[src/rtl/core/crd_pkg.sv]
`default_nettype none

package crd_pkg;

    localparam int MAX_RESOURCES_DEF = 8;
    localparam int PACKED_ENTRIES    = 8;
    localparam int TIME_W            = 24;
    localparam logic [TIME_W-1:0] TIME_MAX = 24'hFF_FFFF;

    localparam int ADDR_W = 5;
    localparam int DATA_W = 64;

    localparam logic [3:0]  COUNT_RST  = 4'd8;
    localparam logic [31:0] LEVELS_RST = 32'd0;
    localparam logic [63:0] COSTS_RST  = 64'd0;
    localparam logic [15:0] SPREAD_RST = 16'd40;

    typedef enum logic [1:0] {
        REG_COUNT  = 2'd0,
        REG_LEVELS = 2'd1,
        REG_COSTS  = 2'd2,
        REG_SPREAD = 2'd3
    } reg_idx_t;

    typedef enum logic [2:0] {
        ST_IDLE,
        ST_SPREAD,
        ST_CHECK,
        ST_SELECT,
        ST_FINISH
    } state_t;

    typedef struct packed {
        logic [3:0]  job_level;
        logic [9:0]  job_length;
        logic [15:0] aircraft_tag;
    } job_t;

    typedef struct packed {
        logic              assigned;
        logic [2:0]        resource_index;
        logic [TIME_W-1:0] start_time;
        logic [TIME_W-1:0] finish_time;
        logic              spread_mode;
        logic [15:0]       tag_out;
    } result_t;

endpackage

`default_nettype wire

[src/rtl/core/capable_resource_dispatcher_core.sv]
`default_nettype none

// Channel   Signals                              Dir  Content
// job       job_valid / job_ready / job          in   level, length, aircraft tag
// result    result_valid / result_ready / result out  pick, start, finish, rule, tag
// config    psel penable pwrite paddr pwdata     in   APB, 64-bit regs at 8*i
//           prdata pready                        out
//
// A job runs through the spread walk, a check step, the pick walk and a final step
// before the next transfer; with no resource in use it goes straight to the final
// step. The single compare unit walks the free-time entries one a cycle, once for
// the min/max spread and once for the pick.
// Reset clears the free times and loads the register defaults; no clearing pass.
// A pending result sits in the output register, so a new job is taken while it waits;
// the following job stalls only at its final step if that result is still untaken.
module capable_resource_dispatcher_core #(
    parameter int MAX_RESOURCES = crd_pkg::MAX_RESOURCES_DEF
) (
    input  wire logic                       clk,
    input  wire logic                       rst_n,
    // job channel
    input  wire logic                       job_valid,
    output logic                            job_ready,
    input  wire crd_pkg::job_t              job,
    // result channel
    output logic                            result_valid,
    input  wire logic                       result_ready,
    output crd_pkg::result_t                result,
    // configuration
    input  wire logic                       psel,
    input  wire logic                       penable,
    input  wire logic                       pwrite,
    input  wire logic [crd_pkg::ADDR_W-1:0] paddr,
    input  wire logic [crd_pkg::DATA_W-1:0] pwdata,
    output logic      [crd_pkg::DATA_W-1:0] prdata,
    output logic                            pready
);
    import crd_pkg::*;

    // Entries reachable through the packed level/cost registers.
    localparam int ACT_MAX = (MAX_RESOURCES < PACKED_ENTRIES) ? MAX_RESOURCES
                                                               : PACKED_ENTRIES;
    localparam int CNT_W = $clog2(ACT_MAX + 1);
    localparam int IDX_W = (MAX_RESOURCES > 1) ? $clog2(MAX_RESOURCES) : 1;

    // ---------------- configuration registers ----------------
    logic [3:0]  resource_count_reg;
    logic [31:0] resource_levels_reg;
    logic [63:0] resource_costs_reg;
    logic [15:0] spread_limit_reg;

    logic     cfg_write;
    reg_idx_t cfg_sel;

    assign pready    = 1'b1;
    assign cfg_write = psel && penable && pwrite;
    assign cfg_sel   = reg_idx_t'(paddr[4:3]);

    always_ff @(posedge clk or negedge rst_n)
    begin
        if (!rst_n)
        begin
            resource_count_reg  <= COUNT_RST;
            resource_levels_reg <= LEVELS_RST;
            resource_costs_reg  <= COSTS_RST;
            spread_limit_reg    <= SPREAD_RST;
        end
        else if (cfg_write)
        begin
            unique case (cfg_sel)
                REG_COUNT:  resource_count_reg  <= pwdata[3:0];
                REG_LEVELS: resource_levels_reg <= pwdata[31:0];
                REG_COSTS:  resource_costs_reg  <= pwdata;
                REG_SPREAD: spread_limit_reg    <= pwdata[15:0];
                default:    ;
            endcase
        end
    end

    always_comb
    begin
        unique case (cfg_sel)
            REG_COUNT:  prdata = {60'd0, resource_count_reg};
            REG_LEVELS: prdata = {32'd0, resource_levels_reg};
            REG_COSTS:  prdata = resource_costs_reg;
            REG_SPREAD: prdata = {48'd0, spread_limit_reg};
            default:    prdata = '0;
        endcase
    end

    // ---------------- sequencer and datapath state ----------------
    state_t state_reg, state_next;

    job_t              job_reg;
    logic [CNT_W-1:0]  n_reg;        // resources in use for this job
    logic [CNT_W-1:0]  cnt_reg;      // entry being visited
    logic [TIME_W-1:0] lo_reg, hi_reg;
    logic              spread_reg;
    logic              found_reg;
    logic [IDX_W-1:0]  pick_reg;
    logic [TIME_W-1:0] best_reg;     // best key so far
    logic [TIME_W-1:0] best_time_reg; // free time of the best candidate

    logic [TIME_W-1:0] free_time_reg [MAX_RESOURCES];

    result_t result_reg;
    logic    result_valid_reg;

    // ---------------- shared compare unit ----------------
    logic [CNT_W-1:0]  n_calc;
    logic [CNT_W-1:0]  cnt_inc;
    logic              last;
    logic [2:0]        pk_idx;
    logic [3:0]        cur_level;
    logic [7:0]        cur_cost;
    logic [TIME_W-1:0] rd_time;
    logic [TIME_W-1:0] key;
    logic              capable;
    logic              better;
    logic              spread_cmp;
    logic [TIME_W:0]   fin_sum;
    logic [TIME_W-1:0] fin_time;
    logic              out_free;
    logic              out_load;

    assign n_calc  = (resource_count_reg > 4'(ACT_MAX)) ? CNT_W'(ACT_MAX)
                                                        : CNT_W'(resource_count_reg);
    assign cnt_inc = cnt_reg + CNT_W'(1);
    assign last    = (cnt_inc == n_reg);

    assign pk_idx    = 3'(cnt_reg);
    assign cur_level = resource_levels_reg[{pk_idx, 2'b00} +: 4];
    assign cur_cost  = resource_costs_reg[{pk_idx, 3'b000} +: 8];
    assign rd_time   = free_time_reg[IDX_W'(cnt_reg)];

    // one key: free time under the spread rule, cost otherwise
    assign key     = spread_reg ? rd_time : {16'd0, cur_cost};
    assign capable = (cur_level >= job_reg.job_level);
    assign better  = capable && (!found_reg || (key < best_reg));

    assign spread_cmp = ({1'b0, hi_reg} > ({1'b0, lo_reg} + (TIME_W+1)'(spread_limit_reg)));

    // saturating finish time
    assign fin_sum  = {1'b0, best_time_reg} + (TIME_W+1)'(job_reg.job_length);
    assign fin_time = fin_sum[TIME_W] ? TIME_MAX : fin_sum[TIME_W-1:0];

    assign out_free = !result_valid_reg || result_ready;

    // next state
    always_comb
    begin
        state_next = state_reg;
        unique case (state_reg)
            ST_IDLE:
            begin
                if (job_valid)
                    state_next = (n_calc == '0) ? ST_FINISH : ST_SPREAD;
            end
            ST_SPREAD:
            begin
                if (last)
                    state_next = ST_CHECK;
            end
            ST_CHECK:
                state_next = ST_SELECT;
            ST_SELECT:
            begin
                if (last)
                    state_next = ST_FINISH;
            end
            ST_FINISH:
            begin
                if (out_free)
                    state_next = ST_IDLE;
            end
            default:
                state_next = ST_IDLE;
        endcase
    end

    // sequencer outputs
    always_comb
    begin
        job_ready = 1'b0;
        out_load  = 1'b0;
        unique case (state_reg)
            ST_IDLE:   job_ready = 1'b1;
            ST_FINISH: out_load  = out_free;
            default:   ;
        endcase
    end

    always_ff @(posedge clk or negedge rst_n)
    begin
        if (!rst_n)
            state_reg <= ST_IDLE;
        else
            state_reg <= state_next;
    end

    // datapath registers, no reset needed
    always_ff @(posedge clk)
    begin
        unique case (state_reg)
            ST_IDLE:
            begin
                if (job_valid)
                begin
                    job_reg    <= job;
                    n_reg      <= n_calc;
                    cnt_reg    <= '0;
                    found_reg  <= 1'b0;
                    spread_reg <= 1'b0;
                    pick_reg   <= '0;
                end
            end
            ST_SPREAD:
            begin
                if (cnt_reg == '0)
                begin
                    lo_reg <= rd_time;
                    hi_reg <= rd_time;
                end
                else
                begin
                    if (rd_time < lo_reg)
                        lo_reg <= rd_time;
                    if (rd_time > hi_reg)
                        hi_reg <= rd_time;
                end
                cnt_reg <= last ? '0 : cnt_inc;
            end
            ST_CHECK:
                spread_reg <= spread_cmp;
            ST_SELECT:
            begin
                if (better)
                begin
                    found_reg     <= 1'b1;
                    best_reg      <= key;
                    best_time_reg <= rd_time;
                    pick_reg      <= IDX_W'(cnt_reg);
                end
                cnt_reg <= cnt_inc;
            end
            default: ;
        endcase

        if (out_load)
        begin
            result_reg.assigned       <= found_reg;
            result_reg.resource_index <= found_reg ? 3'(pick_reg) : 3'd0;
            result_reg.start_time     <= found_reg ? best_time_reg : '0;
            result_reg.finish_time    <= found_reg ? fin_time : '0;
            result_reg.spread_mode    <= spread_reg;
            result_reg.tag_out        <= job_reg.aircraft_tag;
        end
    end

    // free-time table: written once per assigned job, as the result is posted
    always_ff @(posedge clk or negedge rst_n)
    begin
        if (!rst_n)
        begin
            for (int i = 0; i < MAX_RESOURCES; i++)
                free_time_reg[i] <= '0;
        end
        else if (out_load && found_reg)
        begin
            free_time_reg[pick_reg] <= fin_time;
        end
    end

    // output register
    always_ff @(posedge clk or negedge rst_n)
    begin
        if (!rst_n)
            result_valid_reg <= 1'b0;
        else if (out_load)
            result_valid_reg <= 1'b1;
        else if (result_ready)
            result_valid_reg <= 1'b0;
    end

    assign result_valid = result_valid_reg;
    assign result       = result_reg;

`ifndef SYNTHESIS
    // an unassigned result carries no pick and no times
    a_unassigned_zero: assert property (@(posedge clk) disable iff (!rst_n)
        (result_valid && !result.assigned) |->
            (result.resource_index == 3'd0 && result.start_time == '0
             && result.finish_time == '0))
        else $error("unassigned result with nonzero pick or times");

    // the finish time never runs behind the start time
    a_finish_order: assert property (@(posedge clk) disable iff (!rst_n)
        (result_valid && result.assigned) |-> (result.finish_time >= result.start_time))
        else $error("finish time below start time");

    // the walk stays inside the resources in use
    a_walk_range: assert property (@(posedge clk) disable iff (!rst_n)
        (state_reg == ST_SPREAD || state_reg == ST_SELECT) |-> (cnt_reg < n_reg))
        else $error("entry counter beyond active resources");

    // a posted result that waits is not overwritten by the next job
    a_no_overrun: assert property (@(posedge clk) disable iff (!rst_n)
        (result_valid && !result_ready) |-> !out_load)
        else $error("result register loaded while occupied");
`endif

endmodule

`default_nettype wire

[config.mk]
export PLATFORM = sky130hd
export DESIGN_NAME = capable_resource_dispatcher_core
export DESIGN_NICKNAME = d
export VERILOG_FILES = /design/src/rtl/core/crd_pkg.sv /design/src/rtl/core/capable_resource_dispatcher_core.sv
export SDC_FILE = /design/constraint.sdc
export NUM_CORES = 1
export LEC_CHECK = 0
export BUFFER_PORTS_ARGS = -buffer_cell sky130_fd_sc_hd__buf_2
export CORE_ASPECT_RATIO = 1.2
export CORE_MARGIN = 10
export CORE_UTILIZATION = 35
export CTS_BUF_LIST = sky130_fd_sc_hd__clkbuf_4 sky130_fd_sc_hd__clkbuf_8
export CTS_CLUSTER_SIZE = 30
export DETAILED_ROUTE_END_ITERATION = 10
export PLACE_DENSITY = 0.65
export REMOVE_ABC_BUFFERS = 1
export SYNTH_ARGS = -nofsm -noshare
export SYNTH_HDL_FRONTEND = slang
export SYNTH_SLANG_ARGS = --single-unit
[constraint.sdc]
create_clock -name clk -period 6.9 [get_ports clk]
set_input_delay 0.345 -clock clk [delete_from_list [all_inputs] [get_ports clk]]
set_output_delay 0.345 -clock clk [all_outputs]
set_load 0.005 [all_outputs]
=== Word level (Yosys, flattened, before mapping) ===
Cells that the tools add are included.

* ROM bits: 0
* Output and inout bits: 136
* Register bits: 520
* Word-level logic and storage cells: 126
* Memories: 0
* Input port bits: 106
* Latch bits: 0
* RAM bits: 0

* Shift-type cells: 2
* Multiplexer cells: 34
* Bitwise operators: 2
* Equal/unequal tests: 13
* Reduce and logical (&&, ||, !) cells: 31
* Add/sub/neg operators: 3
* Divide/modulo/power cells: 0
* $lt $le $gt $ge: 9
* $mul: 0

{| class="wikitable"
|+ Operator list
! operator !! number
|-
| $pmux W64 S4 || 1
|-
| $mux W24 || 9
|-
| $bwmux W192 || 1
|-
| $bmux W24 S3 || 1
|-
| $demux W24 S3 || 1
|-
| $shiftx A64 B7 Y8 || 1
|-
| $lt A24 B24 Y1 || 2
|-
| $shiftx A32 B6 Y4 || 1
|-
| $add A24 B10 Y25 || 1
|-
| $add A24 B16 Y25 || 1
|-
| $gt A24 B25 Y1 || 1
|-
| $gt A24 B24 Y1 || 1
|-
| $mux W3 || 7
|-
| $reduce_and A2 Y1 || 10
|-
| $pmux W3 S5 || 1
|-
| $mux W4 || 3
|-
| $pmux W4 S3 || 1
|-
| $ne A2 B2 Y1 const B || 5
|-
| $reduce_bool A2 Y1 || 5
|-
| $ge A4 B4 Y1 const B || 2
|-
| $logic_not A4 Y1 || 2
|-
| $not A3 Y4 || 2
|-
| $eq A3 B2 Y1 const B || 2
|-
| $mux W1 || 6
|-
| 19 further kinds || 27
|}

=== Longest topological paths before layout ===
Gate-level depths: netlist of run 1.

* Depth after elaboration: 10
* Depth in mapped cells: 15
* Gate-level depth less buffers: 15

=== Least setup slack after synthesis of run 1 ===
OpenSTA, ideal clock, no wires.

* Kind: reg-to-reg
* From: reg cnt_reg[0]
* To: reg best_reg[0], enable pin
* Data arrival time: 6.137 ns
* Cell stages (with the launch flop): 13
* Period minus slack after synthesis: 6.657 ns
* Data required time: 6.380 ns
* Library setup time: 0.520 ns
* Path buffers: 4
* Slack: 0.243 ns
* Cell sequence: edfxtp_1 > clkbuf_1 > buf_4 > buf_2 > buf_4 > mux4_2 > mux2_2 > ha_1 > a21o_1 > a21o_1 > a21o_1 > nand2_1 > o21ai_0

* Cells in the longest elaborated chain, start to end: 9
* Elaborated cells between the ends (all ways): 12
* Those cells by class: order compare (2); shift (2); mux (4); bitwise (1); reduce/logical (3)

{| class="wikitable"
|+ RTL lines
! what !! RTL line !! RTL
|-
| start: declaration || capable_resource_dispatcher_core.sv:96 || <nowiki>logic [CNT_W-1:0] cnt_reg;</nowiki>
|-
| start signal: assignment || capable_resource_dispatcher_core.sv:231 || <nowiki>cnt_reg <= last ? '0 : cnt_inc;</nowiki>
|-
| start signal: assignment || capable_resource_dispatcher_core.sv:244 || <nowiki>cnt_reg <= cnt_inc;</nowiki>
|-
| branches (longest 7 deep; another with $lt A24 B24 Y1) || n/a ||
|-
| $logic_and A1 B1 Y1 (*) || capable_resource_dispatcher_core.sv:139 || <nowiki>assign better = capable && (!found_reg || (key < best_reg));</nowiki>
|-
| $reduce_and A2 Y1 (no line) (*) || n/a ||
|-
| end signal: assignment || capable_resource_dispatcher_core.sv:240 || <nowiki>best_reg <= key;</nowiki>
|-
| end: declaration || capable_resource_dispatcher_core.sv:101 || <nowiki>logic [TIME_W-1:0] best_reg;</nowiki>
|}

Mark *: on every way between the ends. The select of a mux whose other input is x is not followed.
A chain may end at the register's enable or synchronous reset.

=== Final worst setup path of run 1 ===
* From: reg cnt_reg[0]
* To: reg best_time_reg[6], enable pin

* Cells in the longest elaborated chain, start to end: 9
* Elaborated cells between the ends (all ways): 12
* Those cells by class: order compare (2); shift (2); mux (4); bitwise (1); reduce/logical (3)

{| class="wikitable"
|+ RTL lines
! what !! RTL line !! RTL
|-
| $not A3 Y4 (implied by the code) || capable_resource_dispatcher_core.sv:134 || <nowiki>assign rd_time = free_time_reg[IDX_W'(cnt_reg)];</nowiki>
|-
| $bmux W24 S3 || capable_resource_dispatcher_core.sv:134 ||
|-
| $mux W24 (implied by the code) (2 in a row) || capable_resource_dispatcher_core.sv:134 ||
|-
| named net rd_time[14] || capable_resource_dispatcher_core.sv:116 || <nowiki>logic [TIME_W-1:0] rd_time;</nowiki>
|-
| $mux W24 || capable_resource_dispatcher_core.sv:137 || <nowiki>assign key = spread_reg ? rd_time : {16'd0, cur_cost};</nowiki>
|-
| named net key[14] || capable_resource_dispatcher_core.sv:117 || <nowiki>logic [TIME_W-1:0] key;</nowiki>
|-
| $lt A24 B24 Y1 || capable_resource_dispatcher_core.sv:139 ||
|-
| $logic_or A1 B1 Y1 || capable_resource_dispatcher_core.sv:139 ||
|-
| $logic_and A1 B1 Y1 || capable_resource_dispatcher_core.sv:139 ||
|-
| $reduce_and A2 Y1 (no line) || n/a ||
|-
| end signal: assignment || capable_resource_dispatcher_core.sv:241 || <nowiki>best_time_reg <= rd_time;</nowiki>
|-
| end: declaration || capable_resource_dispatcher_core.sv:102 || <nowiki>logic [TIME_W-1:0] best_time_reg;</nowiki>
|}

The timed path passes the listed nets, and every way through them passes these cells. The select of a mux whose other input is x is not followed.

==> results of run 1 <==
==> cell type report <==
| type | instances | area share [%] |
|---|---|---|
| Antenna cell | 3 | 0.0246 |
| Clock buffer | 143 | 5.54 |
| Clock inverter | 21 | 0.529 |
| Inverter | 97 | 1.20 |
| Multi-Input combinational cell | 1320 | 35.1 |
| Sequential cell | 520 | 46.0 |
| Tap cell | 935 | 3.83 |
| Timing Repair Buffer | 353 | 7.71 |
==> cell usage after synthesis (6+ instances only) <==
master / count / area [sq um]
o31ai_2: 8 / 100
o21ai_0: 136 / 681
and3_1: 15 / 93.8
nor2_1: 87 / 327
buf_2: 13 / 65.1
buf_1: 6 / 22.5
a21oi_1: 57 / 285
mux4_2: 76 / 1710
nand3_1: 19 / 95.1
o31ai_1: 43 / 323
dfrtp_1: 309 / 7730
o211ai_1: 11 / 82.6
nor2b_1: 13 / 81.3
mux2i_1: 14 / 140
a211oi_1: 9 / 67.6
and2_1: 80 / 500
xor2_1: 14 / 123
inv_1: 96 / 360
edfxtp_1: 208 / 6250
o21ai_1: 6 / 30.0
o21a_1: 13 / 97.6
clkbuf_1: 79 / 297
a31oi_1: 32 / 200
a2111oi_0: 6 / 52.6
a21o_1: 34 / 255
nand2b_1: 10 / 62.6
o22ai_1: 7 / 43.8
ha_1: 126 / 1580
nand4_1: 18 / 113
mux2_2: 162 / 1820
a22o_1: 28 / 245
nand2_1: 206 / 773
nor3_1: 18 / 90.1
xnor2_1: 15 / 131
==> routing by layer <==
metal / up-vias / GRT usage (%)
met5: - / 0
met4: 0 / 8.45
met3: 183 / 3.51
met2: 603 / 28.7
met1: 9151 / 20.0
li1: 8212 / -
==> metrics by stage <==
| step | instance area [sq um] | setup slack, ns |
|---|---|---|
| after global placement | 27700 | 1.83 |
| after floorplan | 25100 | -1.50 |
| after detailed placement | 27700 | 1.77 |
| final | 30500 | 1.76 |
| after CTS | 30500 | 1.73 |
| after global routing | 30500 | 1.44 |
==> how the worst max path moves through the flow <==
stage / to / depth (start not counted) / slack [ns]
2_1_floorplan: best_reg[0] / 8 / -1.50
3_3_place_gp: best_time_reg[5] / 12 / 1.83
3_5_place_dp: best_time_reg[5] / 12 / 1.77
4_1_cts: best_time_reg[6] / 12 / 1.73
5_1_grt: best_time_reg[6] / 12 / 1.44
6_report: best_time_reg[6] / 12 / 1.76
==> critical path, cell delays in order (launching register included) <==
cell and delay [ns]:
edfxtp_1 1.22, buf_12 0.28, mux4_2 0.51, mux2_2 0.39
and2_1 0.21, ha_1 0.21, a2111oi_0 0.38, o21ai_0 0.16
o211ai_1 0.19, o211a_1 0.21, o2111ai_1 0.19, o21ai_4 0.37
buf_4 0.44
==> cell families after synthesis <==
logic type,count (synthesis),synth area share (%)
other,1,0.0147
buffers and inverters,201,3.12
adder cells (fa/ha/maj),128,6.33
AND/OR/NAND/NOR,488,9.13
XOR/XNOR,30,1.09
AO/OA/AOI/OAI,421,10.8
multiplexers,252,14.4
flip-flops,520,55.1
==> power by group through the flow <==
| stage | registers (W) | clock network (W) | logic, W |
|---|---|---|---|
| detailed placement | 0.00495 | 0 | 0.00458 |
| CTS | 0.00489 | 0.00297 | 0.00464 |
| finish | 0.00490 | 0.00290 | 0.00462 |
| floorplan | 0.00491 | 0 | 0.00298 |
| global route | 0.00499 | 0.00310 | 0.00513 |
| global placement | 0.00488 | 0 | 0.00439 |
==> metrics.md, run 1 <==
| Metric | Value |
|---|---|
| Status | completed |
| Routed wl met3 | 4250 um |
| Routed wl met2 | 35600 um |
| # hold bufs at CTS | 95 |
| Die Y | 316 um |
| Final non-filler cell total | 3392 |
| Number of synthesized flops with an enable pin | 208 |
| Setup-failing EPs final | 0 |
| Final hold slack | 0.0807 ns |
| Top Ports | 242 |
| Drc violations | 0 |
| Max_slew headroom | 12.8% |
| Hold Vio Cnt, Final | 0 |
| Maximum vdd drop | 296 uV |
| TNS Setup | 0 ns |
| Reg2Reg Depth | 12 |
| Asr flop ratio synth | 60.0% |
| CTS tree | done |
| Critical Path Fanout Max | 22 |
| Largest net degree at the start of global routing | 121 |
| Vias in the first global route | 19500 |
| DRT antenna net count | 0 |
| Fillcell total | 6591 |
| Clock share of power | 23.3% |
| Max capacitance violation total | 0 |
| Hold Path Stages | 3 |
| Crit end category | register |
| Max Clk Rate | 194 MHz |
| Total net switching power | 0.00452 W |
| Post-Syn Area | 25500 sq um |
| DP HPWL | 49300 um |
| CTS H-Tree Depth | 3 |
| Nets | 2615 |
| CTS-repair resized insts | 0 |
| First-pass GRT wire length | 111000 um |
| Min-delay src | job_valid |
| Wl on met1 | 29000 um |
| Largest register FFs | 192 |
| Final wirelength | 71900 um |
| Port Buffers | 237 |
| PD cells | 407 nW/um^2 |
| CP required | 7.21 ns |
| Sw Ratio | 36.4% |
| Worst EP arrival | 5.46 ns |
| Period utilization | 74.6% |
| Post-Syn Instances | 2041 |
| RSZ-0062 raised after global routing | no |
| Gp weighted congestion | 0.896 |
| Area grow syn2layout | 19.6% |
| Reg2reg end | best_time_reg[6] |
| Vias per inst | 5.35 |
| Initial drt markers | 1249 |
| Row count | 108 |
| Share of layout cells above drive strength 1 | 28.3% |
| Placed instance count | 3130 |
| Max Used Layer | met4 |
| GR Overflow Total | 0 |
| Core Util, Final | 42.2% |
| Syn. warnings | 0 |
| Tot Pwr | 0.0124 W |
| Internal cell power | 0.00790 W |
| Netlist cell types | 71 |
| Most frequent cells in the layout | dfrtp_1 (309), buf_2 (236), edfxtp_1 (208), nand2_1 (200), mux2_2 (162) |
| Routed via count | 18100 |
| Die X | 267 um |
| CTS Buf Count | 89 |
| Clock Tree Root | clkbuf_8 |
| Max-slew violations | 0 |
| CORE AREA | 72300 sq um |
| Post CTS Setup Buffer Count | 0 |
| Mean routed wirelength per cell | 21.2 um |
| Worst-Margin Slew | 1.31 ns |
| Hold Crit Class | in2reg |
| Synth Register Bits | 520 |
| Flop pwr share | 39.4% |
| Storage cell area | 14100 sq um |
| Area of the multi-input gates | 10700 sq um |
| Die area | 84200 sq um |
| Sinks on Clock Net | 520 |
| Gr usage total | 16.9% |
| Reg clk slew, reported paths | 0.06 ns |
| First drt pass iteration count | 5 |
| Reg2Reg Setup Slack | 1.76 ns |
| Crit path kind | reg2reg |
| Comb pwr share | 37.2% |
| Initial Util | 35.3% |
| Crit path launch | cnt_reg[0] |
| Period minus WS final | 5.14 ns |
| P_leak | 13.3 nW |
| Crit start category | register |
| Clk buf depth | 3 |
| R2R Path Start | cnt_reg[0] |
| Final Skew | 0.0464 ns |
| Min-Delay Endpoint | state_reg[0] |
| Clk_lat worst skew | 0.69 ns |
| Initial antenna violation count | 4 |
| Top_reg_cell synth | dfrtp_1 |
| Sequential share of the synthesized area | 55.1% |
| Syn_area_per_cell | 12.5 sq um |
| Most common cell after layout, fill and taps aside | dfrtp_1 |
Note: power is estimated with default switching activity, not from simulation.
==> inputs of run 2 (changes only) <==
==> constraint.sdc (replaced) <==
create_clock -name clk -period 4.3 [get_ports clk]
set_input_delay 0.215 -clock clk [delete_from_list [all_inputs] [get_ports clk]]
set_output_delay 0.215 -clock clk [all_outputs]
set_load 0.005 [all_outputs]
==> metrics.md, run 2 (synthesis results as in run 1) <==
| Metric | Value |
|---|---|
| CP required | 4.83 ns |
| RSZ-0062 raised after global routing | no |
| Gp weighted congestion | 0.868 |
| Mean routed wirelength per cell | 21.1 um |
| Nets | 2638 |
| Hold Vio Cnt, Final | 0 |
| Maximum vdd drop | 329 uV |
| Vias per inst | 5.32 |
| Final non-filler cell total | 3414 |
| Reg2Reg Depth | 14 |
| M3 GR Usage | 3.40% |
| TNS Setup | 0 ns |
| Period utilization | 95.6% |
| Port Buffers | 237 |
| Clock Tree Root | clkbuf_8 |
| Period minus WS final | 4.11 ns |
| Routing usage on met1 | 20.2% |
| Post CTS Setup Buffer Count | 0 |
| Vias in the first global route | 19300 |
| CTS tree | done |
| First drt pass iteration count | 5 |
| P_leak | 13.4 nW |
| PD cells | 652 nW/um^2 |
| Routed via count | 18200 |
| Crit end category | register |
| Final Skew | 0.0359 ns |
| Gr busiest metal | met2 |
| Share of layout cells above drive strength 1 | 28.5% |
| Worst EP arrival | 4.64 ns |
| Placed instance count | 3153 |
| Critical Path Fanout Max | 5 |
| Hold Crit Class | in2reg |
| Drc violations | 0 |
| Die X | 267 um |
| Hold Path Stages | 3 |
| CTS H-Tree Depth | 3 |
| Clk buf depth | 3 |
| Most common cell after layout, fill and taps aside | dfrtp_1 |
| R2R Path Start | spread_limit_reg[0] |
| Worst-Margin Slew | 1.15 ns |
| Final hold slack | 0.139 ns |
| Crit path launch | spread_limit_reg[0] |
| Initial antenna violation count | 5 |
| Crit start category | register |
| CORE AREA | 72300 sq um |
| Min-delay src | result_ready |
| GR Overflow Total | 0 |
| Initial Util | 35.3% |
| Max-slew violations | 0 |
| Reg clk slew, reported paths | 0.06 ns |
| Max_slew headroom | 23.6% |
| Crit path kind | reg2reg |
| Largest register FFs | 192 |
| Placed Area | 28000 sq um |
| Sinks on Clock Net | 520 |
| Max capacitance violation total | 0 |
| Met2 GRT Util | 29.0% |
| DP HPWL | 50300 um |
| Core Util, Final | 42.6% |
| Status | completed |
| Clk_lat worst skew | 0.69 ns |
| Die area | 84200 sq um |
| CTS Buf Count | 88 |
| Final wirelength | 72100 um |
| Area grow syn2layout | 20.6% |
| DRT antenna net count | 0 |
| Design Area, Final | 30800 sq um |
| Setup-failing EPs final | 0 |
| Die Y | 316 um |
| Largest net degree at the start of global routing | 114 |
| Max Clk Rate | 243 MHz |
| Initial drt markers | 1340 |
| Top Ports | 242 |
| First-pass GRT wire length | 112000 um |
| Most frequent cells in the layout | dfrtp_1 (309), buf_2 (236), edfxtp_1 (208), nand2_1 (203), mux2_2 (162) |
| Row count | 108 |
| Gr usage total | 16.9% |
==> run 2: per-layer routing <==
layer | vias up | part of all wire (%)
li1 | 8266 | -
met1 | 9129 | 40
met2 | 603 | 50
met3 | 169 | 6.0
met4 | 2 | 4.1
met5 | - | 0.014
==> run 2: report_power, final <==
group          internal (W)  switching [W]  total [W]
clock               0.00258        0.00208    0.00466
combinational       0.00330        0.00426    0.00756
sequential          0.00692       0.000944    0.00787
==> run 2: timing repair <==
action / CTS / global route
setup endpoints to repair: 0 / 4
gates resized for setup: 0 / 1
hold buffers: 96 / 0
hold endpoints to repair: 250 / 0
==> run 2: metrics by stage <==
step	setup WS (ns)	total power [W]
CTS	0.234	0.0202
detailed placement	0.274	0.0154
finish	0.187	0.0201
global route	0.0152	0.0214
floorplan	-4.10	0.0127
global placement	0.338	0.0151
==> run 2: worst max-delay path, cell delays in order (launching register included) <==
cell      delay (ns)
dfrtp_1         0.43
ha_1            0.27
fa_1            0.44
a211oi_1        0.29
o21ai_0         0.25
a31oi_1         0.30
o211a_1         0.33
xnor2_1         0.10
ha_1            0.29
nand4_1         0.12
or3_1           0.43
a211o_1         0.26
a31oi_1         0.21
o31ai_1         0.10
a21oi_1         0.12
==> run 2: path summary, 6_finish.rpt <==
check	slack, ns	to
hold reg to reg	0.41	result[14]
max in group asynchronous	3.01	free_time_reg[3]
setup / recovery	0.19	spread_reg
min in group asynchronous	0.16	result_valid
hold / removal	0.14	result_valid
setup reg to reg	0.19	spread_reg
==> run 2: area by class of cell <==
type | count | area (sq um)
Multi-Input combinational cell | 1320 | 10700
Fill cell | 6547 | 41500
Antenna cell | 5 | 12.5
Inverter | 97 | 365
Clock inverter | 29 | 241
Tap cell | 935 | 1170
Sequential cell | 520 | 14100
Clock buffer | 131 | 1600
Timing Repair Buffer | 377 | 2630
==> inputs of run 3 (changes only) <==
--- a/config.mk
+++ b/config.mk
@@ -6,13 +6,14 @@
 export NUM_CORES = 1
 export LEC_CHECK = 0
 export BUFFER_PORTS_ARGS = -buffer_cell sky130_fd_sc_hd__buf_2
+export CAP_MARGIN = 20
 export CORE_ASPECT_RATIO = 1.2
 export CORE_MARGIN = 10
 export CORE_UTILIZATION = 35
 export CTS_BUF_LIST = sky130_fd_sc_hd__clkbuf_4 sky130_fd_sc_hd__clkbuf_8
 export CTS_CLUSTER_SIZE = 30
 export DETAILED_ROUTE_END_ITERATION = 10
-export PLACE_DENSITY = 0.65
+export PLACE_DENSITY = 0.63
 export REMOVE_ABC_BUFFERS = 1
 export SYNTH_ARGS = -nofsm -noshare
 export SYNTH_HDL_FRONTEND = slang
==> constraint.sdc (replaced) <==
create_clock -name clk -period 4.1 [get_ports clk]
set_input_delay 0.205 -clock clk [delete_from_list [all_inputs] [get_ports clk]]
set_output_delay 0.205 -clock clk [all_outputs]
set_load 0.005 [all_outputs]
==> metrics.md, run 3 (synthesis results as in run 1) <==
| Metric | Value |
|---|---|
| Status | completed |
| Top Ports | 242 |
| Sinks on Clock Net | 520 |
| Crit start category | register |
| Max Clk Rate | 254 MHz |
| Final wirelength | 71900 um |
| Nets | 2655 |
| Critical Path Fanout Max | 14 |
| Port Buffers | 237 |
| CTS H-Tree Depth | 3 |
| Die Y | 316 um |
| Design Area, Final | 31000 sq um |
| CORE AREA | 72300 sq um |
| DRT antenna net count | 0 |
| Share of layout cells above drive strength 1 | 29.3% |
| CTS Buf Count | 89 |
| Reg2Reg Setup Slack | 0.16 ns |
| CTS tree | done |
| Largest net degree at the start of global routing | 104 |
| Hold Crit Class | in2reg |
| Clock Tree Root | clkbuf_8 |
| Setup-failing EPs final | 0 |
| Period minus WS final | 3.94 ns |
| Final non-filler cell total | 3435 |
| P_leak | 13.6 nW |
| Die area | 84200 sq um |
| Max_slew headroom | 28.9% |
| Gp weighted congestion | 0.870 |
| Placed instance count | 3164 |
| Routed via count | 18000 |
| DP HPWL | 50000 um |
| Clk_lat worst skew | 0.71 ns |
| Placed Area | 28000 sq um |
| Max-slew violations | 0 |
| Crit path kind | reg2reg |
| First drt pass iteration count | 5 |
| Maximum vdd drop | 324 uV |
| Max capacitance violation total | 0 |
| First-pass GRT wire length | 110000 um |
| Vias in the first global route | 19100 |
| Hold Vio Cnt, Final | 0 |
| CP required | 4.51 ns |
| Area grow syn2layout | 21.6% |
| Crit end category | register |
| Worst EP arrival | 4.35 ns |
| Die X | 267 um |
| Final Skew | 0.0498 ns |
| Clk buf depth | 3 |
| Worst-Margin Slew | 1.06 ns |
| Most frequent cells in the layout | dfrtp_1 (309), buf_2 (236), edfxtp_1 (208), nand2_1 (203), mux2_2 (161) |
| Initial antenna violation count | 2 |
| PD cells | 687 nW/um^2 |
| Fillcell total | 6620 |
| Vias per inst | 5.24 |
| Gr usage total | 16.7% |
| Mean routed wirelength per cell | 20.9 um |
| Drc violations | 0 |
| Initial Util | 35.3% |
| Row count | 108 |
| Initial drt markers | 1315 |
| Period utilization | 96.0% |
| Reg clk slew, reported paths | 0.06 ns |
| Largest register FFs | 192 |
| GR Overflow Total | 0 |
| Most common cell after layout, fill and taps aside | dfrtp_1 |
run 3: changes by cell type in the layout (fill, tap and decap cells not counted), moves of 3 or more:
| cell | before | now |
|---|---|---|
| inv_6 | 0 | 3 |
| clkbuf_8 | 99 | 106 |
| a2111oi_0 | 6 | 2 |
| buf_4 | 33 | 45 |
| a2111oi_1 | 0 | 4 |
| clkbuf_16 | 0 | 3 |
run 3: routing by layer:
layer  global-route usage [%]  routed length, um  up-vias
met4                     6.23               2150        0
met2                     29.3              36400      528
met3                     3.12               3790      153
li1                         -                  -     8302
met5                        0                  0        -
met1                     20.3              29600     9033
run 3: worst paths after layout:
kind / start / depth (start not counted) / end
max: cnt_reg[0] / 14 / best_reg[17]
min: result_ready / 3 / result_valid
max reg2reg: cnt_reg[0] / 14 / best_reg[17]
min reg2reg: job_reg[14] / 0 / result[14]
max in group asynchronous: rst_n / 3 / free_time_reg[0]
min in group asynchronous: rst_n / 2 / resource_levels_reg[15]
run 3: metrics by stage:
stage | setup WS, ns | power (W) | utilization [%] | TNS [ns] | hold slack [ns]
6_report | 0.164 | 0.0213 | 42.9 | 0 | 0.0377
3_3_place_gp | 0.119 | 0.0159 | 38.7 | 0 | 0.314
3_5_place_dp | 0.0476 | 0.0163 | 38.8 | 0 | 0.329
5_1_grt | -0.0150 | 0.0228 | 42.9 | -0.186 | 0.0283
2_1_floorplan | -4.30 | 0.0133 | - | -345.47 | -0.0906
4_1_cts | 0.0211 | 0.0214 | 42.7 | 0 | 0.0226
run 3: layout make-up:
cell class	instances	area, sq um	area share [%]
Clock inverter	29	200	0.645
Inverter	97	365	1.18
Sequential cell	520	14100	45.3
Multi-Input combinational cell	1320	10800	34.6
Timing Repair Buffer	393	2790	8.98
Clock buffer	137	1690	5.45
Tap cell	935	1170	3.77
Antenna cell	4	10.0	0.0323
run 3: what timing repair did:
| item | CTS | global route |
|---|---|---|
| gates resized for setup | 0 | 19 |
| pin swaps | 1 | 3 |
| gates cloned | 0 | 3 |
| setup endpoints to repair | 15 | 99 |
| hold buffers | 96 | 0 |
| setup buffers | 0 | 2 |
| hold endpoints to repair | 245 | 0 |
run 3: worst max-delay path, stage by stage, from the launching register on:
cell       delay [ns]
edfxtp_1         0.47
buf_4            0.18
clkbuf_16        0.19
mux4_2           0.50
mux2_2           0.39
nand2_1          0.09
o21ai_0          0.15
ha_1             0.25
a21o_1           0.18
a21oi_1          0.15
o211ai_1         0.19
o2111ai_1        0.28
o2111ai_2        0.18
o21ai_4          0.21
clkbuf_16        0.26
run 3: power breakdown:
group	leakage, nW	total (W)	internal, W	switching (W)
logic	6.49	0.00820	0.00361	0.00459
registers	6.06	0.00820	0.00726	0.000937
clock network	1.00	0.00493	0.00271	0.00222
total	13.6	0.0213	0.0136	0.00774
